--- src/rtl/idt_ram.sv ---
// generic single-clock ram, one write port and one registered read port
module idt_ram #(
   parameter int WIDTH = 8,
   parameter int DEPTH = 16
) (
   input  logic                     clock,
   input  logic                     wr_en,
   input  logic [$clog2(DEPTH)-1:0] wr_addr,
   input  logic [WIDTH-1:0]         wr_data,
   input  logic [$clog2(DEPTH)-1:0] rd_addr,
   output logic [WIDTH-1:0]         rd_data
);

   logic [WIDTH-1:0] mem [DEPTH];
   logic [WIDTH-1:0] rd_data_ff;

   always_ff @(posedge clock) begin
      if (wr_en) begin
         mem[wr_addr] <= wr_data;
      end
      rd_data_ff <= mem[rd_addr];
   end

   assign rd_data = rd_data_ff;

endmodule
--- config.mk ---
export PLATFORM = sky130hd
export DESIGN_NAME = idt_ram
export DESIGN_NICKNAME = d
export VERILOG_FILES = /design/src/rtl/idt_ram.sv
export SDC_FILE = /design/constraint.sdc
export NUM_CORES = 1
export LEC_CHECK = 0
export BUFFER_PORTS_ARGS = -buffer_cell sky130_fd_sc_hd__buf_2
export CAP_MARGIN = 40
export CELL_PAD_IN_SITES_DETAIL_PLACEMENT = 0
export CELL_PAD_IN_SITES_GLOBAL_PLACEMENT = 1
export CORE_MARGIN = 2
export CORE_UTILIZATION = 40
export CTS_CLUSTER_SIZE = 10
export DETAILED_ROUTE_END_ITERATION = 7
export PLACE_DENSITY_LB_ADDON = 0.1
export SLEW_MARGIN = 25
export SYNTH_ARGS = -nofsm -noshare
export SYNTH_HDL_FRONTEND = slang
export SYNTH_SLANG_ARGS = --single-unit
--- constraint.sdc ---
create_clock -name clock -period 2.1 [get_ports clock]
set_clock_uncertainty 0.15 [all_clocks]
set_input_delay 0.21 -clock clock [delete_from_list [all_inputs] [get_ports clock]]
set_output_delay 0.21 -clock clock [all_outputs]
set_load 0.03 [all_outputs]
==> impl_metrics.yaml <==
synth:
  synth_seq_area_share: 0.778
  yosys.area.top_type: "edfxtp_1"
  syn_avg_cell_area_um2: 22.5
  syn_inst: 229
  synth_cell_types: 19
  syn-num-nets: 247
  netlist_area_um2: 5150
  ys_ff_latch: 136
  synth_area_leaders: "edfxtp_1, mux4_2, mux4_1"
  ys_warn_count: 0
  synth_top_area_frac: 0.747
drt:
  viasPerCell: 5.16
  drcViolationCount: 0
  drtAntennaViolNets: 0
  wirelength_mm: 10.9
  wl_per_cell_um: 23.2
  first_pass_iters: 5
  dr.first_iter.drc_count: 195
  via_count: 2437
placement:
  place.gp.congestion: 0.713
  dp.final_hpwl_mm: 6.82
  io_buffers: 25
  dp.cells: 441
worst_setup_path:
  critPathCaptureType: "flip-flop"
  cp_cell_sequence: "mux4_1 -> a22oi_1 -> nand2_1"
  timing.rr.start: "mem[1][0]"
  worstPathArrival_ns: 1.62
  critPathMaxFanout: 1
  worstSetupPathType: "reg2reg"
  rrSetupSlack_ns: 0.61
  cpMaxStageDelayCell: "mux4_1"
  cp_slowest_stage_delay_ns: 0.50
  worstPathRequired_ns: 2.23
  reg2reg_depth: 3
  crit-reg2reg-capture: "rd_data[0]"
  start_kind: "flip-flop"
clock_network:
  cts_resized: 0
  cts_max_path_buffers: 2
  numCtsBuffers: 17
  clockRootBuffer: "clkbuf_16"
  insertion_delay_ns: 0.41
  cts_sinks: 136
  tritoncts: "done"
  ctsHoldBuffers: 0
  clk_pin_slew_worst_paths_ns: 0.05
  h-tree-depth: 4
  cts_setup_buffers: 0
power_and_ir_drop:
  leakagePower_nw: 2.09
  power_density_nw_per_um2: 994
  total_power_mw: 6.10
  ir_drop_mv: 0.456
timing:
  finalCritPeriodShare: 0.712
  fin_setup_tns_ns: 0
  tightest_slew_ns: 0.530
  fmax_ghz: 0.669
  hold_viol: 0
  layout_min_cycle_time_ns: 1.49
  slew_viol_final: 0
  rsz0062_at_grt: "no"
  setup_viol_count_final: 0
  maxSlewHeadroom: 0.647
worst_hold_path:
  min_from: "wr_data[6]"
  worstHoldPathCells: 1
  whs_endpoint: "mem[8][6]"
  hold_class: "in2reg"
final_layout:
  synthToLayoutAreaGrowth_pct: 19.1
  layout-drive-gt1-share: 0.313
  num-nets-final: 306
  fillers: 1051
  num_antenna_cells: 0
  layout.cells.non_filler: 472
global_route:
  grt_overflow_total: 0
  antenna_found_initial: 0
  grt_pass1_wl_mm: 16.4
  grt_pass1_vias: 2545
  grt_use_total: 0.172
  grt_max_degree: 17
die:
  die-area_um2: 13800
  dieWidth_um: 117
  start_util: 0.410
  core_region_area_um2: 12600
  num_io_pins: 26
  dieHeight_um: 117
  num_rows: 41
outcome:
  status: "finished clean"
flow_run:
  drv_cap: 0
## critical path: cells and delay by family (launching register included)
| kind | cells | cell delay (ns) |
|---|---|---|
| flops | 1 | 0.34 |
| mux | 1 | 0.50 |
| simple gates | 1 | 0.12 |
| compound gates | 1 | 0.25 |
## routing by layer
layer | part of all wire | track usage
met3 | 0.071 | 0.0511
met5 | 0 | 0
met2 | 0.48 | 0.255
met1 | 0.45 | 0.243
met4 | 0.0066 | 0.0617
## kinds of logic (layout without fill, tap and decap cells)
kind of cell | count (synthesis) | count (layout) | share of synthesized area
simple gates | 35 | 35 | 0.0318
mux | 32 | 32 | 0.150
compound gates | 16 | 16 | 0.0233
buf+inv | 10 | 81 | 0.0168
flops | 136 | 136 | 0.778
## state kept, by name, summed over array words and instances (netlist names)
| signal | flops |
|---|---|
| rd_data | 8 |
| mem | 128 |
## cell usage after synthesis
cell type        count
a22oi_1             16
and2_1               1
and2b_1              1
buf_2                3
buf_4                1
buf_6                3
clkdlybuf4s25_2      3
dfxtp_1              8
edfxtp_1           128
mux4_1              14
mux4_2              18
nand2_1              9
nand2b_1             2
nand3_1              1
nand3b_1             2
nor2_1              13
nor2b_1              1
nor3_1               4
or3b_2               1
## where the power goes
group          switching, mW  internal (mW)
clock network           1.01           1.71
logic                  0.197          0.125
registers             0.0149           3.04
total                   1.23           4.87
## how the worst max path moves through the flow
stage,start,end,slack [ns],depth (start not counted)
global route,mem[1][0],rd_data[0],0.54,3
floorplan,wr_addr[2],mem[0][0],0.25,2
finish,mem[1][0],rd_data[0],0.61,3
global placement,rd_addr[0],rd_data[1],0.24,5
CTS,mem[1][0],rd_data[0],0.61,3
detailed placement,rd_addr[0],rd_data[1],0.22,5
## cell usage in the layout, fill, tap and decap left out, types with 8 or more instances in the layout
cell type  count
a22oi_1       16
edfxtp_1     128
buf_2         25
clkbuf_16     17
dfxtp_1        8
mux4_1        14
nand2_1        9
mux4_2        18
nor2_1        13
buf_4         25
## through the flow
step,setup slack [ns],utilization,hold slack [ns],instance area [um^2]
detailed placement,0.216,0.445,0.453,5590
global route,0.541,0.488,0.0256,6130
CTS,0.607,0.488,0.0158,6130
finish,0.605,0.488,0.0273,6130
global placement,0.239,0.445,0.447,5590
floorplan,0.247,-,0.159,5150
## layout make-up
cell class                      count  area, um^2  area share
Clock inverter                     12         110      0.0180
Multi-Input combinational cell     83        1060       0.172
Timing Repair Buffer               50         313      0.0510
Clock buffer                       19         433      0.0706
Sequential cell                   136        4000       0.653
Tap cell                          172         215      0.0351
(Power assumes the default switching activity.)
